$ cat config.mk
export PLATFORM = sky130hd
export DESIGN_NAME = planar4_to_chunky_palette_flat
export DESIGN_NICKNAME = d
export VERILOG_FILES = /design/src/rtl/p4c_pkg.sv /design/src/rtl/p4c_if.sv /design/src/rtl/p4c_lane.sv /design/src/rtl/p4c_merge.sv /design/src/rtl/planar4_to_chunky_palette.sv /design/src/flat_wrapper.sv
export SDC_FILE = /design/constraint.sdc
export NUM_CORES = 2
export LEC_CHECK = 0
export ABC_CLOCK_PERIOD_IN_PS = 16410
export BUFFER_PORTS_ARGS = -buffer_cell sky130_fd_sc_hd__buf_2
export CORE_UTILIZATION = 52
export DETAILED_ROUTE_END_ITERATION = 6
export PLACE_DENSITY = 0.68
export RECOVER_POWER = 25
export SYNTH_ARGS = -nofsm -noshare
export SYNTH_HDL_FRONTEND = slang
export SYNTH_SLANG_ARGS = --single-unit
export TNS_END_PERCENT = 5
$ cat constraint.sdc
create_clock -name clk -period 16.41 [get_ports clk]
set_input_delay 4.1025 -clock clk [delete_from_list [all_inputs] [get_ports clk]]
set_output_delay 4.1025 -clock clk [all_outputs]
set_load 0.1 [all_outputs]
$ cat src/rtl/p4c_pkg.sv
// ============================================================================
// p4c_pkg
// Shared constants, types and helpers for the planar to chunky palette block.
// ============================================================================
package p4c_pkg;

    localparam int unsigned PLANE_W     = 16;
    localparam int unsigned PLANES      = 4;
    localparam int unsigned LANES       = PLANE_W;
    localparam int unsigned LANE_IDX_W  = $clog2(LANES);
    localparam int unsigned COUNT_W     = 5;
    localparam int unsigned COLOUR_W    = PLANES;
    localparam int unsigned COLOURS     = 1 << COLOUR_W;
    localparam int unsigned VALUE_W     = 32;
    localparam int unsigned PAIRS       = COLOURS / 2;
    localparam int unsigned CFG_IDX_W   = 4;
    localparam int unsigned CFG_DATA_W  = 2 * VALUE_W;
    localparam int unsigned OUT_BYTES_DEF = 4;

    typedef logic [VALUE_W-1:0]    pal_entry_t;
    typedef pal_entry_t [COLOURS-1:0] palette_t;

    typedef struct packed {
        logic [VALUE_W-1:0]  value;
        logic [COLOUR_W-1:0] colour;
    } pixel_t;

    typedef pixel_t [LANES-1:0] group_t;

    // Load request from the input side into the merge stage.
    typedef struct packed {
        logic                  load;
        logic [LANE_IDX_W-1:0] last_idx;
    } group_load_t;

    // Mask that keeps the low out_bytes bytes of a palette entry (one to four).
    function automatic logic [VALUE_W-1:0] value_mask(input int unsigned out_bytes);
        logic [VALUE_W-1:0] mask;
        case (out_bytes)
            0, 1:    mask = 32'h0000_00FF;
            2:       mask = 32'h0000_FFFF;
            3:       mask = 32'h00FF_FFFF;
            default: mask = 32'hFFFF_FFFF;
        endcase
        return mask;
    endfunction

endpackage

$ cat src/rtl/p4c_if.sv
// ============================================================================
// p4c_if
// Valid/ready channels for plane groups in and palette pixels out.
// ============================================================================
interface p4c_in_if;
    logic                          valid;
    logic                          ready;
    logic [p4c_pkg::PLANE_W-1:0]   plane_zero;
    logic [p4c_pkg::PLANE_W-1:0]   plane_one;
    logic [p4c_pkg::PLANE_W-1:0]   plane_two;
    logic [p4c_pkg::PLANE_W-1:0]   plane_three;
    logic [p4c_pkg::COUNT_W-1:0]   pixel_count;

    modport source (output valid, plane_zero, plane_one, plane_two, plane_three,
                    pixel_count, input ready);
    modport sink   (input valid, plane_zero, plane_one, plane_two, plane_three,
                    pixel_count, output ready);
endinterface

interface p4c_out_if;
    logic                          valid;
    logic                          ready;
    logic [p4c_pkg::VALUE_W-1:0]   pixel_value;
    logic [p4c_pkg::COLOUR_W-1:0]  colour_index;
    logic                          group_last;

    modport source (output valid, pixel_value, colour_index, group_last, input ready);
    modport sink   (input valid, pixel_value, colour_index, group_last, output ready);
endinterface

$ cat src/rtl/p4c_lane.sv
// ============================================================================
// p4c_lane
// One pixel lane: builds the colour from four plane bits and looks it up.
// ============================================================================
module p4c_lane #(
    parameter int unsigned OUT_BYTES = p4c_pkg::OUT_BYTES_DEF
) (
    input  logic [p4c_pkg::COLOUR_W-1:0] plane_bits,
    input  p4c_pkg::palette_t            palette,
    output p4c_pkg::pixel_t              pixel
);

    localparam logic [p4c_pkg::VALUE_W-1:0] MASK = p4c_pkg::value_mask(OUT_BYTES);

    // Plane 3 supplies the top colour bit, plane 0 the bottom one.
    always_comb
    begin
        pixel.colour = plane_bits;
        pixel.value  = palette[plane_bits] & MASK;
    end

endmodule

$ cat src/rtl/p4c_merge.sv
// ============================================================================
// p4c_merge
// Buffers one group of lane results; emits one item per cycle unless stalled.
// ============================================================================
module p4c_merge (
    input  logic                   clk,
    input  logic                   rst_n,
    input  p4c_pkg::group_load_t   load,
    input  p4c_pkg::group_t        group,
    output logic                   in_ready,
    p4c_out_if.source              pixels
);

    p4c_pkg::group_t                    buf_reg;
    logic                               buf_valid_reg, buf_valid_next;
    logic [p4c_pkg::LANE_IDX_W-1:0]     idx_reg, idx_next;
    logic [p4c_pkg::LANE_IDX_W-1:0]     last_reg, last_next;
    logic                               out_valid_reg, out_valid_next;
    p4c_pkg::pixel_t                    out_pix_reg;
    logic                               out_last_reg;

    logic out_free;
    logic push;
    logic at_last;

    assign out_free = !out_valid_reg || pixels.ready;
    assign push     = buf_valid_reg && out_free;
    assign at_last  = (idx_reg == last_reg);
    assign in_ready = !buf_valid_reg || (push && at_last);

    always_comb
    begin
        buf_valid_next = buf_valid_reg;
        idx_next       = idx_reg;
        last_next      = last_reg;
        if (push)
        begin
            if (at_last)
            begin
                buf_valid_next = 1'b0;
            end
            else
            begin
                idx_next = idx_reg + 1'b1;
            end
        end
        if (load.load)
        begin
            buf_valid_next = 1'b1;
            idx_next       = '0;
            last_next      = load.last_idx;
        end
        if (push)
        begin
            out_valid_next = 1'b1;
        end
        else if (pixels.ready)
        begin
            out_valid_next = 1'b0;
        end
        else
        begin
            out_valid_next = out_valid_reg;
        end
    end

    always_ff @(posedge clk or negedge rst_n)
    begin
        if (!rst_n)
        begin
            buf_valid_reg <= 1'b0;
            idx_reg       <= '0;
            last_reg      <= '0;
            out_valid_reg <= 1'b0;
        end
        else
        begin
            buf_valid_reg <= buf_valid_next;
            idx_reg       <= idx_next;
            last_reg      <= last_next;
            out_valid_reg <= out_valid_next;
        end
    end

    always_ff @(posedge clk)
    begin
        if (load.load)
        begin
            buf_reg <= group;
        end
        if (push)
        begin
            out_pix_reg  <= buf_reg[idx_reg];
            out_last_reg <= at_last;
        end
    end

    assign pixels.valid        = out_valid_reg;
    assign pixels.pixel_value  = out_pix_reg.value;
    assign pixels.colour_index = out_pix_reg.colour;
    assign pixels.group_last   = out_last_reg;

endmodule

$ cat src/rtl/planar4_to_chunky_palette.sv
// ============================================================================
// planar4_to_chunky_palette
// Converts a group of four 16-bit bitplane words into palette pixels.
// ============================================================================
// Once a group item is accepted, its first pixel passes through the group
// buffer and then the output register. Throughput: one pixel item per cycle
// while the output is not stalled; a new group is taken in the cycle its
// predecessor's last pixel moves into the output register. A group with a
// count of zero is taken and gives nothing. Reset clears the palette to zero
// and empties the group buffer and the output register.
module planar4_to_chunky_palette #(
    parameter int unsigned OUT_BYTES = p4c_pkg::OUT_BYTES_DEF
) (
    input  logic                             clk,
    input  logic                             rst_n,
    input  logic                             cfg_we,
    input  logic [p4c_pkg::CFG_IDX_W-1:0]    cfg_index,
    input  logic [p4c_pkg::CFG_DATA_W-1:0]   cfg_data,
    p4c_in_if.sink                           planes,
    p4c_out_if.source                        pixels
);

    // Palette: pair register p holds entry 2p in its low half and 2p+1 in
    // its high half. Writes beyond the last pair are dropped.
    logic [p4c_pkg::CFG_DATA_W-1:0] pal_reg [p4c_pkg::PAIRS];
    p4c_pkg::palette_t              palette;

    always_ff @(posedge clk or negedge rst_n)
    begin
        if (!rst_n)
        begin
            for (int p = 0; p < p4c_pkg::PAIRS; p++)
            begin
                pal_reg[p] <= '0;
            end
        end
        else if (cfg_we && (cfg_index < p4c_pkg::CFG_IDX_W'(p4c_pkg::PAIRS)))
        begin
            pal_reg[cfg_index[$clog2(p4c_pkg::PAIRS)-1:0]] <= cfg_data;
        end
    end

    always_comb
    begin
        for (int p = 0; p < p4c_pkg::PAIRS; p++)
        begin
            palette[2*p]   = pal_reg[p][p4c_pkg::VALUE_W-1:0];
            palette[2*p+1] = pal_reg[p][p4c_pkg::CFG_DATA_W-1:p4c_pkg::VALUE_W];
        end
    end

    // Sixteen lanes, one per pixel position. Lane k reads bit 15-k of every
    // plane, so lane 0 is the leftmost pixel.
    p4c_pkg::group_t group;

    for (genvar k = 0; k < p4c_pkg::LANES; k++)
    begin : g_lane
        localparam int unsigned BIT = p4c_pkg::PLANE_W - 1 - k;
        p4c_lane #(
            .OUT_BYTES (OUT_BYTES)
        ) u_lane (
            .plane_bits ({planes.plane_three[BIT], planes.plane_two[BIT],
                          planes.plane_one[BIT],   planes.plane_zero[BIT]}),
            .palette    (palette),
            .pixel      (group[k])
        );
    end

    // Group accept. Counts of sixteen and above give a full group; a zero
    // count is accepted but never reaches the merge stage.
    p4c_pkg::group_load_t load;
    logic                 in_ready;
    logic                 in_fire;

    assign planes.ready = in_ready;
    assign in_fire      = planes.valid && in_ready;

    always_comb
    begin
        load.load = in_fire && (planes.pixel_count != '0);
        if (planes.pixel_count[p4c_pkg::COUNT_W-1])
        begin
            load.last_idx = '1;
        end
        else
        begin
            load.last_idx = planes.pixel_count[p4c_pkg::LANE_IDX_W-1:0] - 1'b1;
        end
    end

    // The merge stage buffers the lane results and serializes them; its
    // output register decouples the result side so the next group can be
    // taken while the last pixel of this one still waits downstream.
    p4c_merge u_merge (
        .clk      (clk),
        .rst_n    (rst_n),
        .load     (load),
        .group    (group),
        .in_ready (in_ready),
        .pixels   (pixels)
    );

endmodule

$ cat src/flat_wrapper.sv
// flat-port wrapper written by rule: the top's interface ports become plain ports
module planar4_to_chunky_palette_flat 
#(
    parameter int unsigned OUT_BYTES = p4c_pkg::OUT_BYTES_DEF
)
  (clk, rst_n, cfg_we, cfg_index, cfg_data, planes_valid, planes_plane_zero, planes_plane_one, planes_plane_two, planes_plane_three, planes_pixel_count, planes_ready, pixels_valid, pixels_pixel_value, pixels_colour_index, pixels_group_last, pixels_ready);
  p4c_in_if planes_i ();
  p4c_out_if pixels_i ();
  input  logic clk;
  input  logic rst_n;
  input  logic cfg_we;
  input  logic [p4c_pkg::CFG_IDX_W-1:0] cfg_index;
  input  logic [p4c_pkg::CFG_DATA_W-1:0] cfg_data;
  input wire logic [$bits(planes_i.valid)-1:0] planes_valid;
  input wire logic [$bits(planes_i.plane_zero)-1:0] planes_plane_zero;
  input wire logic [$bits(planes_i.plane_one)-1:0] planes_plane_one;
  input wire logic [$bits(planes_i.plane_two)-1:0] planes_plane_two;
  input wire logic [$bits(planes_i.plane_three)-1:0] planes_plane_three;
  input wire logic [$bits(planes_i.pixel_count)-1:0] planes_pixel_count;
  output wire logic [$bits(planes_i.ready)-1:0] planes_ready;
  output wire logic [$bits(pixels_i.valid)-1:0] pixels_valid;
  output wire logic [$bits(pixels_i.pixel_value)-1:0] pixels_pixel_value;
  output wire logic [$bits(pixels_i.colour_index)-1:0] pixels_colour_index;
  output wire logic [$bits(pixels_i.group_last)-1:0] pixels_group_last;
  input wire logic [$bits(pixels_i.ready)-1:0] pixels_ready;
  assign planes_i.valid = planes_valid;
  assign planes_i.plane_zero = planes_plane_zero;
  assign planes_i.plane_one = planes_plane_one;
  assign planes_i.plane_two = planes_plane_two;
  assign planes_i.plane_three = planes_plane_three;
  assign planes_i.pixel_count = planes_pixel_count;
  assign planes_ready = planes_i.ready;
  assign pixels_valid = pixels_i.valid;
  assign pixels_pixel_value = pixels_i.pixel_value;
  assign pixels_colour_index = pixels_i.colour_index;
  assign pixels_group_last = pixels_i.group_last;
  assign pixels_i.ready = pixels_ready;
  planar4_to_chunky_palette #(.OUT_BYTES(OUT_BYTES)) u_core (.clk(clk), .rst_n(rst_n), .cfg_we(cfg_we), .cfg_index(cfg_index), .cfg_data(cfg_data), .planes(planes_i), .pixels(pixels_i));
endmodule
==> impl_metrics.json <==
{
  "fin_hold_ws_ps": 534,
  "layout_worst_path_cycle_share_pct": 69.5,
  "slew_viol_final": 3122,
  "wire_per_inst_um": 49.0,
  "regToRegSetupSlack_ps": 7400,
  "grt_start_max_net_pins": 154,
  "critical_path_peak_fanout": 68,
  "final_cell_mix": "2665 x sky130_fd_sc_hd__mux4_2, 613 x sky130_fd_sc_hd__edfxtp_1, 519 x sky130_fd_sc_hd__dfrtp_1, 512 x sky130_fd_sc_hd__mux2_2, 148 x sky130_fd_sc_hd__clkbuf_16",
  "failed_checks": "DRC, capacitance limit, slew limit",
  "criticalPathCategory": "primary input to flip-flop",
  "vias": 70100,
  "clock_latency_ps": 830,
  "initial_core_util_pct": 52.4,
  "wirelength_mm": 376,
  "share_seq_of_total_power_pct": 38.2,
  "port_buffers": 180,
  "clkSlewWorstSetupHoldPaths_ps": 60,
  "critical_path_rt_ps": 16930,
  "post-route-cell-area_mm2": 0.110,
  "grt_antenna_before_repair": 32,
  "cellLeakagePower_nw": 35.9,
  "synth_area_mm2": 0.105,
  "share_comb_of_total_power_pct": 39.4,
  "drt-pass1-iter-count": 7,
  "floorplan.rows": 164,
  "grt-ovfl-total": 0,
  "post_route_cells_drive_above_1_share_pct": 72.5,
  "synth_cell_types": 37,
  "grt_use_met3_pct": 12.9,
  "track_usage_pct": 37.3,
  "synth-seq-cells": 1135,
  "grt_pass1_vias": 70600,
  "post-route-drc-count": 64,
  "floorplan.core_area_mm2": 0.200,
  "synth_top_cells_by_area": "sky130_fd_sc_hd__mux4_2 57%, sky130_fd_sc_hd__edfxtp_1 18%, sky130_fd_sc_hd__dfrtp_1 12%, sky130_fd_sc_hd__mux2_2 5.5%, sky130_fd_sc_hd__clkbuf_1 3.0%",
  "die_width_um": 451,
  "cell_internal_pwr_mw": 9.17,
  "power.density_mw_per_mm2": 131,
  "hold_class": "flip-flop to flip-flop",
  "finalNonFillerCells": 7670,
  "clk_skew_ps": 24.7,
  "cts_hold_buffers": 0,
  "finalCriticalPeriod_ps": 11410,
  "io_pins": 181,
  "placed_cells": 7402,
  "max_ir_drop_vdd_v": 0.0000934,
  "cp_data_arrival_time_ps": 11930,
  "routed_via_density": 9.14,
  "timing_hold_violations_final": 0,
  "timing_worst_slew_pin_value_ps": 7550,
  "grt_pass1_wl_mm": 538,
  "postSynthCellCount": 5625,
  "number_of_flops_mapped_to_enable_cells_by_yosys": 613,
  "cts_tree": "built",
  "launching_element_type_of_the_critical_path": "primary input",
  "synth.top_cell.area_share_pct": 57.3,
  "met1_usage_pct": 47.5,
  "postSynthAreaPerCell_um2": 18.6,
  "postCtsResizedCells": 0,
  "clockBufferDepth": 3,
  "max_freq_ghz": 0.0876,
  "relative_max_transition_margin_pct": -404,
  "p_switching_mw": 5.22,
  "run_status": "finished with violations",
  "gp_congestion": 0.857,
  "cts_made_buffers": 135,
  "rsz0062_at_grt": "false",
  "met2_usage_pct": 55.9,
  "power.share.clock_pct": 22.4,
  "seq_area_frac_synth_pct": 30.1,
  "final_util_pct": 54.8,
  "area_growth_pct": 4.66,
  "cts_htree_levels": 4,
  "synth_nets": 5770,
  "cts_root_buffer": "sky130_fd_sc_hd__clkbuf_16",
  "end_kind": "flip-flop",
  "post_cts.repair.setup_buffers": 0,
  "die_h_um": 451,
  "clkSinkCount": 1135,
  "detailed_place.area_mm2": 0.105,
  "finish.net_count": 5028,
  "ant_nets": 0,
  "synth_top_cell_by_area": "sky130_fd_sc_hd__mux4_2",
  "max-cap-violations": 78,
  "final.setup.tns_ps": 0,
  "async_reset_ff_share_pct": 46.0,
  "mostFrequentLayoutCell": "sky130_fd_sc_hd__mux4_2",
  "die-area_mm2": 0.203,
  "drt_iter0_markers": 12300,
  "synth.yosys.warnings": 0,
  "ys.flop_type": "sky130_fd_sc_hd__edfxtp_1",
  "max_reg_flops": 576,
  "hpwlAfterDp_mm": 198,
  "setup_viol": 0,
  "power_switching_share_pct": 36.3,
  "gr-max-usage-layer": "met2"
}
-- routing by layer --
metal	share of wire, %	wire length, um
met4	7.1	26800
met3	15	57700
met2	46	174000
met5	0.043	163
met1	31	118000
-- per-stage QoR --
step | total power, mW | worst slack, ps
4_1_cts | 14.1 | 7310
3_5_place_dp | 10.9 | 7300
6_report | 14.4 | 5000
5_1_grt | 14.7 | 3930
3_3_place_gp | 10.8 | 7220
2_1_floorplan | 9.36 | 1250
-- layout make-up --
cell class	count	area (um2)
clock inverter	57	628
inverter	6	23.8
clock buffer	194	4080
fill	15100	90300
antenna	17	42.5
multi-input combinational	3314	68200
sequential	1135	31500
timing repair buffer	291	1770
tap	2656	3320
-- cells in the mapped netlist, types with 4 or more instances --
cell and n:
sky130_fd_sc_hd__mux4_2 2665, sky130_fd_sc_hd__nor3b_1 4, sky130_fd_sc_hd__mux4_1 75, sky130_fd_sc_hd__xor2_1 5
sky130_fd_sc_hd__nand2b_1 5, sky130_fd_sc_hd__edfxtp_1 613, sky130_fd_sc_hd__buf_6 13, sky130_fd_sc_hd__clkbuf_1 840
sky130_fd_sc_hd__buf_1 27, sky130_fd_sc_hd__buf_4 16, sky130_fd_sc_hd__buf_2 265, sky130_fd_sc_hd__nand2_1 11
sky130_fd_sc_hd__dfrtp_1 522, sky130_fd_sc_hd__mux2_2 512, sky130_fd_sc_hd__buf_12 4, sky130_fd_sc_hd__inv_1 6
sky130_fd_sc_hd__o211ai_1 4, sky130_fd_sc_hd__nand3_1 4
-- power by group through the flow --
| stage | sequential [mW] | combinational (mW) | clock [mW] |
|---|---|---|---|
| final | 5.51 | 5.67 | 3.22 |
| after global routing | 5.52 | 5.88 | 3.35 |
| after CTS | 5.37 | 5.49 | 3.25 |
| after detailed placement | 5.43 | 5.48 | 0 |
| after global placement | 5.40 | 5.37 | 0 |
| after floorplan | 4.57 | 4.79 | 0 |
-- critical path, stage by stage --
cell                       delay [ps]
sky130_fd_sc_hd__clkbuf_1        4760
sky130_fd_sc_hd__buf_4           1150
sky130_fd_sc_hd__buf_4            660
sky130_fd_sc_hd__mux4_2           590
sky130_fd_sc_hd__mux4_2           470
-- logic make-up (layout without fill, tap and decap cells) --
group / after synthesis / in the layout / synth area share (%)
buffers and inverters: 1176 / 548 / 4.78
muxes: 3256 / 3256 / 64.8
other: 0 / 17 / 0
DFF: 1135 / 1135 / 30.1
xor gates and xnor gates: 6 / 6 / 0.0502
adders and majority gates: 3 / 3 / 0.0359
and+or+nand+nor: 37 / 37 / 0.197
AOI/OAI and AO/OA: 12 / 12 / 0.0885
-- final timing paths --
check | startpoint | end | cells after the start
worst min register to register | u_core.u_merge.last_reg[3] | u_core.u_merge.last_reg[3] | 1
worst max-delay path | planes_plane_zero[7] | u_core.u_merge.buf_reg[307] | 5
worst max register to register | u_core.u_merge.idx_reg[1] | u_core.u_merge.pixels.pixel_value[20] | 3
min in group asynchronous | rst_n | u_core.pal_reg[152] | 1
max in group asynchronous | rst_n | u_core.pal_reg[329] | 4
worst min-delay path | u_core.u_merge.last_reg[3] | u_core.u_merge.last_reg[3] | 1
Note: power is estimated with default switching activity, not from simulation.
